[config.mk]
export PLATFORM = sky130hd
export DESIGN_NAME = degenerate_nucleotide_pattern_match
export DESIGN_NICKNAME = d
export VERILOG_FILES = /design/src/rtl/dnpm_pkg.sv /design/src/rtl/dnpm_cfg_regs.sv /design/src/rtl/dnpm_window.sv /design/src/rtl/dnpm_match.sv /design/src/rtl/degenerate_nucleotide_pattern_match.sv
export SDC_FILE = /design/constraint.sdc
export NUM_CORES = 2
export LEC_CHECK = 0
export BUFFER_PORTS_ARGS = -buffer_cell sky130_fd_sc_hd__buf_2
export CORE_MARGIN = 4
export CORE_UTILIZATION = 28
export DETAILED_ROUTE_END_ITERATION = 7
export GPL_TIMING_DRIVEN = 0
export SLEW_MARGIN = 40
export SYNTH_ARGS = -nofsm -noshare
export SYNTH_HDL_FRONTEND = slang
export SYNTH_SLANG_ARGS = --single-unit
[constraint.sdc]
create_clock -name clk -period 5.4 [get_ports clk]
set_input_delay 1.62 -clock clk [delete_from_list [all_inputs] [get_ports clk]]
set_output_delay 1.62 -clock clk [all_outputs]
set_load 0.02 [all_outputs]
[src/rtl/dnpm_pkg.sv]
`timescale 1ns / 1ps
`default_nettype none

package dnpm_pkg;

	// base-class mask bits: A, C, G, T/U, gap
	localparam int CLS_W = 5;
	typedef logic [CLS_W-1:0] cls_t;

	localparam cls_t CLS_A   = 5'b00001;
	localparam cls_t CLS_C   = 5'b00010;
	localparam cls_t CLS_G   = 5'b00100;
	localparam cls_t CLS_T   = 5'b01000;
	localparam cls_t CLS_GAP = 5'b10000;

	// configuration port geometry
	localparam int CFG_INDEX_W    = 3;
	localparam int CFG_DATA_W     = 64;
	localparam int LEN_REG_W      = 6;
	localparam int NUM_CHAR_REGS  = 4;
	localparam int CHARS_PER_WORD = 8;
	localparam int SYMBOL_W       = 8;
	localparam int START_W        = 32;

	typedef logic [CFG_INDEX_W-1:0] cfg_index_t;

	localparam cfg_index_t REG_PATTERN_LENGTH  = 3'd0;
	localparam cfg_index_t REG_PATTERN_CHARS_0 = 3'd1;
	localparam cfg_index_t REG_PATTERN_CHARS_1 = 3'd2;
	localparam cfg_index_t REG_PATTERN_CHARS_2 = 3'd3;
	localparam cfg_index_t REG_PATTERN_CHARS_3 = 3'd4;

	// one configuration write
	typedef struct packed {
		logic                  wr_en;
		cfg_index_t            index;
		logic [CFG_DATA_W-1:0] data;
	} cfg_wr_t;

	// case-insensitive IUPAC code to class mask, anything unknown is a gap
	function automatic cls_t class_of(input logic [SYMBOL_W-1:0] ch);
		logic [SYMBOL_W-1:0] up;
		cls_t                cls;
		up = ch;
		if (ch >= "a" && ch <= "z") begin
			up = ch - 8'd32;
		end
		case (up)
			"A":     cls = CLS_A;
			"C":     cls = CLS_C;
			"G":     cls = CLS_G;
			"T":     cls = CLS_T;
			"U":     cls = CLS_T;
			"M":     cls = CLS_A | CLS_C;
			"R":     cls = CLS_A | CLS_G;
			"W":     cls = CLS_A | CLS_T;
			"S":     cls = CLS_C | CLS_G;
			"Y":     cls = CLS_C | CLS_T;
			"K":     cls = CLS_G | CLS_T;
			"V":     cls = CLS_A | CLS_C | CLS_G;
			"H":     cls = CLS_A | CLS_C | CLS_T;
			"D":     cls = CLS_A | CLS_G | CLS_T;
			"B":     cls = CLS_C | CLS_G | CLS_T;
			"N":     cls = CLS_A | CLS_C | CLS_G | CLS_T;
			default: cls = CLS_GAP;
		endcase
		return cls;
	endfunction

endpackage

`default_nettype wire

[src/rtl/dnpm_cfg_regs.sv]
`timescale 1ns / 1ps
`default_nettype none

module dnpm_cfg_regs #(
	parameter int MAX_PATTERN = 32
) (
	input  wire                          clk,
	input  wire                          arst_n,
	input  dnpm_pkg::cfg_wr_t            cfg,
	output dnpm_pkg::cls_t               aligned [MAX_PATTERN],
	output logic [MAX_PATTERN-1:0]       in_use,
	output logic [$clog2(MAX_PATTERN+1)-1:0] len
);

	import dnpm_pkg::*;

	localparam int LW = $clog2(MAX_PATTERN + 1);
	localparam int PW = (MAX_PATTERN > 1) ? $clog2(MAX_PATTERN) : 1;

	logic                     len_we;
	logic [NUM_CHAR_REGS-1:0] word_we;
	logic [LEN_REG_W-1:0]     len_raw;
	logic [LW-1:0]            len_d;
	logic [LW-1:0]            len_q;
	cls_t                     pat_q [MAX_PATTERN];
	cls_t                     aligned_d [MAX_PATTERN];
	logic [MAX_PATTERN-1:0]   in_use_d;
	cls_t                     aligned_q [MAX_PATTERN];
	logic [MAX_PATTERN-1:0]   in_use_q;

	// register index decode
	always_comb begin
		len_we  = 1'b0;
		word_we = '0;
		if (cfg.wr_en) begin
			unique case (cfg.index)
				REG_PATTERN_LENGTH:  len_we     = 1'b1;
				REG_PATTERN_CHARS_0: word_we[0] = 1'b1;
				REG_PATTERN_CHARS_1: word_we[1] = 1'b1;
				REG_PATTERN_CHARS_2: word_we[2] = 1'b1;
				REG_PATTERN_CHARS_3: word_we[3] = 1'b1;
				default: begin
				end
			endcase
		end
	end

	// length clamped to 1..MAX_PATTERN at write time
	assign len_raw = cfg.data[LEN_REG_W-1:0];

	always_comb begin
		if (len_raw == '0) begin
			len_d = LW'(1);
		end else if (len_raw > LEN_REG_W'(MAX_PATTERN)) begin
			len_d = LW'(MAX_PATTERN);
		end else begin
			len_d = LW'(len_raw);
		end
	end

	always_ff @(posedge clk or negedge arst_n) begin
		if (!arst_n) begin
			len_q <= LW'(1);
		end else if (len_we) begin
			len_q <= len_d;
		end
	end

	// pattern characters kept as class masks
	for (genvar p = 0; p < MAX_PATTERN; p++) begin : g_pat
		always_ff @(posedge clk or negedge arst_n) begin
			if (!arst_n) begin
				pat_q[p] <= CLS_GAP;
			end else if (word_we[p / CHARS_PER_WORD]) begin
				pat_q[p] <= class_of(cfg.data[(p % CHARS_PER_WORD) * 8 +: 8]);
			end
		end
	end

	// pattern reversed onto history order: entry e meets pattern position len-1-e
	for (genvar e = 0; e < MAX_PATTERN; e++) begin : g_align
		localparam logic [LW-1:0] E = LW'(e);
		logic [LW-1:0] off;
		assign off          = len_q - E - LW'(1);
		assign in_use_d[e]  = (E < len_q);
		assign aligned_d[e] = in_use_d[e] ? pat_q[off[PW-1:0]] : CLS_GAP;
	end

	always_ff @(posedge clk or negedge arst_n) begin
		if (!arst_n) begin
			for (int e = 0; e < MAX_PATTERN; e++) begin
				aligned_q[e] <= CLS_GAP;
			end
			in_use_q <= MAX_PATTERN'(1);
		end else begin
			for (int e = 0; e < MAX_PATTERN; e++) begin
				aligned_q[e] <= aligned_d[e];
			end
			in_use_q <= in_use_d;
		end
	end

	assign aligned = aligned_q;
	assign in_use  = in_use_q;
	assign len     = len_q;

endmodule

`default_nettype wire

[src/rtl/dnpm_window.sv]
`timescale 1ns / 1ps
`default_nettype none

module dnpm_window #(
	parameter int MAX_PATTERN = 32,
	parameter int INDEX_WIDTH = 32
) (
	input  wire                               clk,
	input  wire                               arst_n,
	input  wire                               s_tvalid,
	output logic                              s_tready,
	input  wire [dnpm_pkg::SYMBOL_W-1:0]      symbol,
	input  wire                               restart,
	input  wire                               advance,
	output logic                              valid_s1,
	output dnpm_pkg::cls_t                    hist [MAX_PATTERN],
	output logic [INDEX_WIDTH-1:0]            count
);

	import dnpm_pkg::*;

	localparam logic [INDEX_WIDTH-1:0] COUNT_TOP = {INDEX_WIDTH{1'b1}};

	logic                   accept;
	logic [INDEX_WIDTH-1:0] count_base;
	cls_t                   hist_q [MAX_PATTERN];
	logic [INDEX_WIDTH-1:0] count_q;

	// a new beat enters when the stage is empty or the held one moves on
	assign s_tready = !valid_s1 || advance;
	assign accept   = s_tvalid && s_tready;

	always_ff @(posedge clk or negedge arst_n) begin
		if (!arst_n) begin
			valid_s1 <= 1'b0;
		end else if (accept) begin
			valid_s1 <= 1'b1;
		end else if (advance) begin
			valid_s1 <= 1'b0;
		end
	end

	// history shift, cleared on restart before the new mask goes in
	always_ff @(posedge clk or negedge arst_n) begin
		if (!arst_n) begin
			for (int k = 0; k < MAX_PATTERN; k++) begin
				hist_q[k] <= '0;
			end
		end else if (accept) begin
			hist_q[0] <= class_of(symbol);
			for (int k = 1; k < MAX_PATTERN; k++) begin
				hist_q[k] <= restart ? '0 : hist_q[k-1];
			end
		end
	end

	// saturating position count
	assign count_base = restart ? '0 : count_q;

	always_ff @(posedge clk or negedge arst_n) begin
		if (!arst_n) begin
			count_q <= '0;
		end else if (accept) begin
			count_q <= (count_base == COUNT_TOP) ? count_base : count_base + 1'b1;
		end
	end

	assign hist  = hist_q;
	assign count = count_q;

	a_restart_count: assert property (@(posedge clk) disable iff (!arst_n)
		accept && restart |=> count_q == INDEX_WIDTH'(1))
		else $error("count not one after restart");

	a_count_step: assert property (@(posedge clk) disable iff (!arst_n)
		accept && !restart && count_q != COUNT_TOP |=> count_q == $past(count_q) + 1'b1)
		else $error("count did not step");

	a_count_idle: assert property (@(posedge clk) disable iff (!arst_n)
		!accept |=> $stable(count_q))
		else $error("count moved without a beat");

endmodule

`default_nettype wire

[src/rtl/dnpm_match.sv]
`timescale 1ns / 1ps
`default_nettype none

module dnpm_match #(
	parameter int MAX_PATTERN = 32,
	parameter int INDEX_WIDTH = 32
) (
	input  wire                               clk,
	input  wire                               arst_n,
	input  wire                               valid_s1,
	input  dnpm_pkg::cls_t                    hist [MAX_PATTERN],
	input  wire [INDEX_WIDTH-1:0]             count,
	input  dnpm_pkg::cls_t                    aligned [MAX_PATTERN],
	input  wire [MAX_PATTERN-1:0]             in_use,
	input  wire [$clog2(MAX_PATTERN+1)-1:0]   len,
	output logic                              advance,
	output logic                              m_tvalid,
	input  wire                               m_tready,
	output logic [dnpm_pkg::START_W-1:0]      m_tdata
);

	import dnpm_pkg::*;

	logic                   hit;
	logic                   enough;
	logic [INDEX_WIDTH-1:0] len_ext;
	logic [INDEX_WIDTH-1:0] start_full;
	logic                   m_valid_q;
	logic [START_W-1:0]     m_data_q;

	// every position in use must share a class bit
	always_comb begin
		hit = 1'b1;
		for (int e = 0; e < MAX_PATTERN; e++) begin
			if (in_use[e] && ((aligned[e] & hist[e]) == '0)) begin
				hit = 1'b0;
			end
		end
	end

	assign len_ext    = INDEX_WIDTH'(len);
	assign enough     = (count >= len_ext);
	assign start_full = count - len_ext;

	// result register, freed when empty or taken
	assign advance = !m_valid_q || m_tready;

	always_ff @(posedge clk or negedge arst_n) begin
		if (!arst_n) begin
			m_valid_q <= 1'b0;
		end else if (advance) begin
			m_valid_q <= valid_s1 && enough && hit;
		end
	end

	always_ff @(posedge clk) begin
		if (advance && valid_s1 && enough && hit) begin
			m_data_q <= START_W'(start_full);
		end
	end

	assign m_tvalid = m_valid_q;
	assign m_tdata  = m_data_q;

	a_rise_source: assert property (@(posedge clk) disable iff (!arst_n)
		$rose(m_tvalid) |-> $past(valid_s1) && $past(count) >= INDEX_WIDTH'(len))
		else $error("result without a full window");

	a_rise_index: assert property (@(posedge clk) disable iff (!arst_n)
		$rose(m_tvalid) |-> m_tdata == START_W'($past(count) - INDEX_WIDTH'(len)))
		else $error("start index does not follow count");

endmodule

`default_nettype wire

[src/rtl/degenerate_nucleotide_pattern_match.sv]
`timescale 1ns / 1ps
`default_nettype none

// Streaming IUPAC pattern matcher: one text character per beat on the slave
// side (tuser set marks the first character of a new text), one start index
// per fully matching window on the master side. One character is taken every
// cycle while s_tready is high. Each result passes through the history shift
// register stage, then the parallel window compare into the result register.
// A stalled result holds the history stage, and input stops only while both
// stages are full. Configuration writes take effect once the pattern and
// length registers are written and the pattern is re-aligned to the current
// length; write only while no characters are in flight.

module degenerate_nucleotide_pattern_match #(
	parameter int MAX_PATTERN = 32,
	parameter int INDEX_WIDTH = 32
) (
	input  wire                                 clk,
	input  wire                                 arst_n,
	// configuration write port
	input  wire                                 cfg_wr_en,
	input  wire [dnpm_pkg::CFG_INDEX_W-1:0]     cfg_index,
	input  wire [dnpm_pkg::CFG_DATA_W-1:0]      cfg_data,
	// text in
	input  wire                                 s_tvalid,
	output logic                                s_tready,
	input  wire [7:0]                           s_tdata,  // [7:0] symbol
	input  wire [0:0]                           s_tuser,  // [0] restart
	// matches out
	output logic                                m_tvalid,
	input  wire                                 m_tready,
	output logic [31:0]                         m_tdata   // [31:0] start_index
);

	import dnpm_pkg::*;

	localparam int LW = $clog2(MAX_PATTERN + 1);

	cfg_wr_t                cfg_wr;
	cls_t                   aligned [MAX_PATTERN];
	logic [MAX_PATTERN-1:0] in_use;
	logic [LW-1:0]          len;
	logic                   advance;
	logic                   valid_s1;
	cls_t                   hist [MAX_PATTERN];
	logic [INDEX_WIDTH-1:0] count;

	assign cfg_wr = '{wr_en: cfg_wr_en, index: cfg_index, data: cfg_data};

	// pattern registers and alignment
	dnpm_cfg_regs #(
		.MAX_PATTERN (MAX_PATTERN)
	) u_cfg (
		.clk     (clk),
		.arst_n  (arst_n),
		.cfg     (cfg_wr),
		.aligned (aligned),
		.in_use  (in_use),
		.len     (len)
	);

	// text history and position count
	dnpm_window #(
		.MAX_PATTERN (MAX_PATTERN),
		.INDEX_WIDTH (INDEX_WIDTH)
	) u_window (
		.clk      (clk),
		.arst_n   (arst_n),
		.s_tvalid (s_tvalid),
		.s_tready (s_tready),
		.symbol   (s_tdata),
		.restart  (s_tuser[0]),
		.advance  (advance),
		.valid_s1 (valid_s1),
		.hist     (hist),
		.count    (count)
	);

	// window compare and result register
	dnpm_match #(
		.MAX_PATTERN (MAX_PATTERN),
		.INDEX_WIDTH (INDEX_WIDTH)
	) u_match (
		.clk      (clk),
		.arst_n   (arst_n),
		.valid_s1 (valid_s1),
		.hist     (hist),
		.count    (count),
		.aligned  (aligned),
		.in_use   (in_use),
		.len      (len),
		.advance  (advance),
		.m_tvalid (m_tvalid),
		.m_tready (m_tready),
		.m_tdata  (m_tdata)
	);

endmodule

`default_nettype wire
Word level (Yosys, flattened, before mapping)
Cells that the tools add are included.
- reductions and logical operators: 119
- bitwise operators: 64
- multiplexer cells: 279
- shift operators: 0
- divide/modulo/power cells: 0
- equal/unequal tests: 533
- $add $sub $neg: 73
- $lt $le $gt $ge: 84
- multiply operators: 0
- operator list (operator ; count):
    == test 8 x 7 -> 1 bit, second input constant ; 528
    one-hot mux 5 bit (15 select lines) ; 33
    binary-select mux 5 bit (select 5 bit) ; 32
    2-to-1 mux 5 bit ; 127
    2-to-1 mux 8 bit ; 42
    greater-or-equal comparator 6 bit, second input constant ; 32
    inverter 5 -> 6 bit ; 32
    bitwise AND 5 bit ; 32
    logical NOT 5 bit ; 32
    subtractor 5 x 1 -> 5 bit, second input constant ; 32
    < comparator 5 x 6 -> 1 bit, first input constant ; 16
    subtractor 5 bit, second input constant ; 16
    greater-or-equal comparator 8 x 7 -> 1 bit, second input constant ; 9
    less-or-equal comparator 8 x 7 -> 1 bit, second input constant ; 9
    subtractor 8 x 6 -> 8 bit, second input constant ; 9
    OR reduction 2 bit ; 33
    2-to-1 mux 32 bit ; 2
    < comparator 4 x 6 -> 1 bit, first input constant ; 8
    logical AND 1 bit ; 47
    2-to-1 mux 1 bit ; 40
    subtractor 5 x 4 -> 5 bit, second input constant ; 8
    adder 32 x 1 -> 32 bit, second input constant ; 1
    == test 32 bit, second input constant ; 1
    greater-or-equal comparator 32 x 6 -> 1 bit ; 1
    other kinds (17) ; 30
- memories: 0
- word-level logic and storage cells: 1254
- memory bits (read-only): 0
- output and inout port bits: 34
- bits in latches: 0
- RAM bits: 0
- flip-flop bits (word level): 584

Logic depth before layout (Yosys ltp)
- word-level depth: 36
- gate-level depth with buffers: 15
- depth with buffers taken out: 10

Cells and area by module
From an unflattened synthesis, not the netlist that was laid out.
- cell total of the unflattened synthesis: 3867
- area total of the unflattened synthesis: 36717.7 um^2
- modules (own cells, without submodules) (module ; instances ; sequential area each (um^2) ; cells each ; area each (um^2)):
    dnpm_cfg_regs ; 1 ; 9041.2 ; 2595 ; 25276.7
    dnpm_window ; 1 ; 4829.6 ; 978 ; 8713.4
    dnpm_match ; 1 ; 985.9 ; 294 ; 2727.6

Least setup slack after synthesis
No wires, ideal clock.
- path type: register -> register
- start: register u_cfg.len_q[2] (netlist: u_cfg.len[2])
- end: register u_match.m_data_q[0] (netlist: u_match.m_tdata[0]), enable pin
- buffers on the path: 3
- clock period less this slack: 4564 ps
- slack: 836 ps
- arrival time: 4132 ps
- data required time: 4968 ps
- library setup time: 432 ps
- cell stages (with the launch flop): 13
- path through: dfrtp_1 -> buf_2 -> clkinv_1 -> clkbuf_1 -> ha_1 -> nor2b_1 -> o21ai_0 -> nand2b_1 -> a31oi_4 -> and2_1 -> buf_6 -> a311o_2 -> a21oi_1
- longest elaborated chain between the ends: 3
- RTL lines (item ; RTL line ; source):
    from (decl) ; dnpm_cfg_regs.sv:24 ; logic [LW-1:0] len_q;
    from (signal assigned) ; dnpm_cfg_regs.sv:65 ; len_q <= len_d;
    greater-or-equal comparator 32 x 6 -> 1 bit ; dnpm_match.sv:42 ; assign enough = (count >= len_ext);
    logical AND 1 bit (2 in series) ; dnpm_match.sv:57 ; if (advance && valid_s1 && enough && hit) begin
    to (signal assigned) ; dnpm_match.sv:58 ; m_data_q <= START_W'(start_full);
    to (decl) ; dnpm_match.sv:29 ; logic [START_W-1:0] m_data_q;
Every way passes these cells.
A chain may end at the register's enable or synchronous reset.

==> results_dict.tcl <==
set metrics [dict create \
    yosys_warnings 0 \
    p_leak_nw 17.62 \
    drc 0 \
    synth.distinct_cells 85 \
    cts.path.max_buffers 3 \
    maxCapViolCount 0 \
    grt_max_degree 74 \
    cts-htree-levels 3 \
    die_w_um 371.3 \
    fillers 13460 \
    fin_skew_ns 0.04244 \
    hold_buffers 0 \
    grt_pass1_wl_um 217900 \
    synthArstFlopShare 0.9452 \
    place_ws_ns -0.9695 \
    cts_tree "done" \
    vias_per_cell 5.496 \
    fin_crit_ns 5.240 \
    synthTopCellsByCount "803 x nand2_1, 486 x dfrtp_1, 346 x o21ai_0, 229 x nor2_1, 218 x mux4_2" \
    cp_cell_sequence "buf_2, buf_4, inv_2, clkbuf_4, ha_1, clkbuf_1, xor2_2, xnor2_1, nand2b_1, clkbuf_1, nor2b_1, nor4_2, o22ai_1" \
    cpMostUsedCell "clkbuf_1" \
    hold_path.class "reg2reg" \
    status "finished clean" \
    ys_ff_latch 584 \
    yosys_most_used_dff "dfrtp_1" \
    grt_pass1_vias 30550 \
    vdd_drop_max_mv 0.2093 \
    synthTopCellsByArea "dfrtp_1 33%, mux4_2 13%, nand2_1 8.2%, mux2i_1 5.5%, dfstp_2 4.7%" \
    nets 4129 \
    syn_area_per_cell_um2 9.647 \
    num_vias 32040 \
    max_freq_mhz 190.8 \
    root_buffer "clkbuf_16" \
    cts_made_buffers 69 \
    finalHoldViolCount 0 \
    antenna_found_initial 3 \
    setup_viol 0 \
    row_count 133 \
    seq_area_frac_synth 0.4021 \
    die_h_um 371.3 \
    synthesis.nets 3940 \
    gr-total-overflow 0 \
    core_area_um2 131300 \
    crit_slowest_cell "dfstp_2" \
    area.growth.synth_to_final_pct 15.04 \
    crit_path_start_kind "flop" \
    gp_congestion 1.037 \
    first_pass_iters 6 \
    drt-initial-drc-count 3464 \
    clock_latency_ns 0.66 \
    crit_path_max_incr_delay_ns 0.69 \
    crit_family "buffers and inverters" \
    syn_inst 3830 \
    start_util 0.2814 \
    grt_use_total 0.2154 \
    end_kind "flop" \
    pin_count 115 \
    syn-cell-area_um2 36950 \
    synth_top_cell_by_area "dfrtp_1" \
    rsz0062_at_grt "false" \
    slew_headroom 0.3965 \
    yosysMostFrequentCell "nand2_1" \
    ant_nets 0 \
    yosysTopAreaCellShare 0.3292 \
    synth_edf_count 32 \
    crit_required_ns 5.84 \
    cp.buffers_inverters 6 \
    drv_slew 0 \
    routedWlPerCell_um 25.89 \
    critical_path_arrival_ns 5.68 \
    setup_ws_ns 0.1598 \
    layout-drive-gt1-share 0.1725 \
    worst_pin_slew_ns 0.8912 \
    cp_max_fo 10 \
    die_area_um2 137800 \
    dp_hpwl_um 120300 \
    wl_um 150900 \
    holdWs_ns 0.4397 \
    n_antenna_cell 0 \
    cts.clk_slew.worst_paths_ns 0.06 \
    worstSetupPathType "reg2reg" \
    cts.sinks 584 \
    port_buffers 103 \
    power_density_nw_per_um2 377.1 \
    period_share 0.9704 \
]
flip-flops by register name, indices dropped and copies added (netlist names):
signal             cells
u_match.m_tvalid       1
u_window.hist        160
u_cfg.pat_q          160
u_cfg.in_use          32
u_match.m_tdata       32
u_window.valid_s1      1
u_window.count        32
u_cfg.aligned        160
u_cfg.len              6
cell type report:
type	instances	area, um^2	area share
inverters	90	341.6	0.008037
repair buffers	119	829.5	0.01952
flip-flops and latches	584	14860	0.3495
plain buffers	281	1196	0.02814
clock buffers	96	1969	0.04633
multi-input cells	2874	20740	0.4879
well taps	1755	2196	0.05166
clock inverters	31	377.9	0.008890
stage by stage:
step                total power, W  cells  utilization  TNS (ns)  area, um^2
CTS                        0.01591   5828       0.3231         0       42420
detailed placement         0.01111   5699       0.3049    -29.96       40030
global placement           0.01103   5688       0.3021  -4664.02       39660
global route               0.01663   5830       0.3237         0       42500
finish                     0.01603   5830       0.3237         0       42500
floorplan                 0.008979   3830            -         0       36950
what timing repair did:
| item | in CTS | in global routing |
|---|---|---|
| setup buffers | 3 | 2 |
| pin swaps | 1 | 1 |
| cloned | 0 | 0 |
| setup endpoints to repair | 84 | 4 |
| gates resized for setup | 6 | 5 |
where the power goes:
part	internal, W	switching (W)	total [W]
registers	0.00503	0.000489	0.00552
clock network	0.00275	0.00201	0.00476
logic	0.00208	0.00366	0.00575
cell usage in the layout (no fill, tap or decap), drive strengths merged, types with 38 or more instances in the layout:
cell type,count
clkbuf,294
nand2b,80
nand4,42
a22oi,61
a21oi,111
xnor2,74
nor2b,54
xor2,38
mux4,218
buf,202
inv,92
nor2,229
nand2,803
o21ai,347
o22ai,62
mux2,83
dfrtp,486
nand3b,125
dfstp,66
mux2i,203
metal layers:
layer / routed length, um / GRT usage / vias up
met5: 22 / 0 / -
met4: 10020 / 0.1211 / 4
met3: 12610 / 0.04396 / 316
met2: 66030 / 0.3280 / 1523
met1: 62240 / 0.2855 / 16100
li1: - / - / 14100
kinds of logic after synthesis:
kind of cell,Yosys count,share of synthesized area
flops,584,0.4021
fa+ha+maj,36,0.01192
mux,504,0.2132
compound gates,730,0.1178
simple gates,1492,0.1873
buf+inv,372,0.04074
xor+xnor,112,0.02696
worst paths after layout:
kind | startpoint | to | slack, ns | depth (start not counted)
max in group asynchronous | arst_n | u_cfg.len[0] | 2.77 | 6
min in group asynchronous | arst_n | u_window.hist[155] | 0.94 | 2
hold reg to reg | u_cfg.len[5] | u_cfg.in_use[31] | 0.44 | 0
hold / removal | u_cfg.len[5] | u_cfg.in_use[31] | 0.44 | 0
setup / recovery | u_cfg.len[0] | u_cfg.aligned[153] | 0.16 | 13
setup reg to reg | u_cfg.len[0] | u_cfg.aligned[153] | 0.16 | 13
Power figures use the tool's default switching activity.
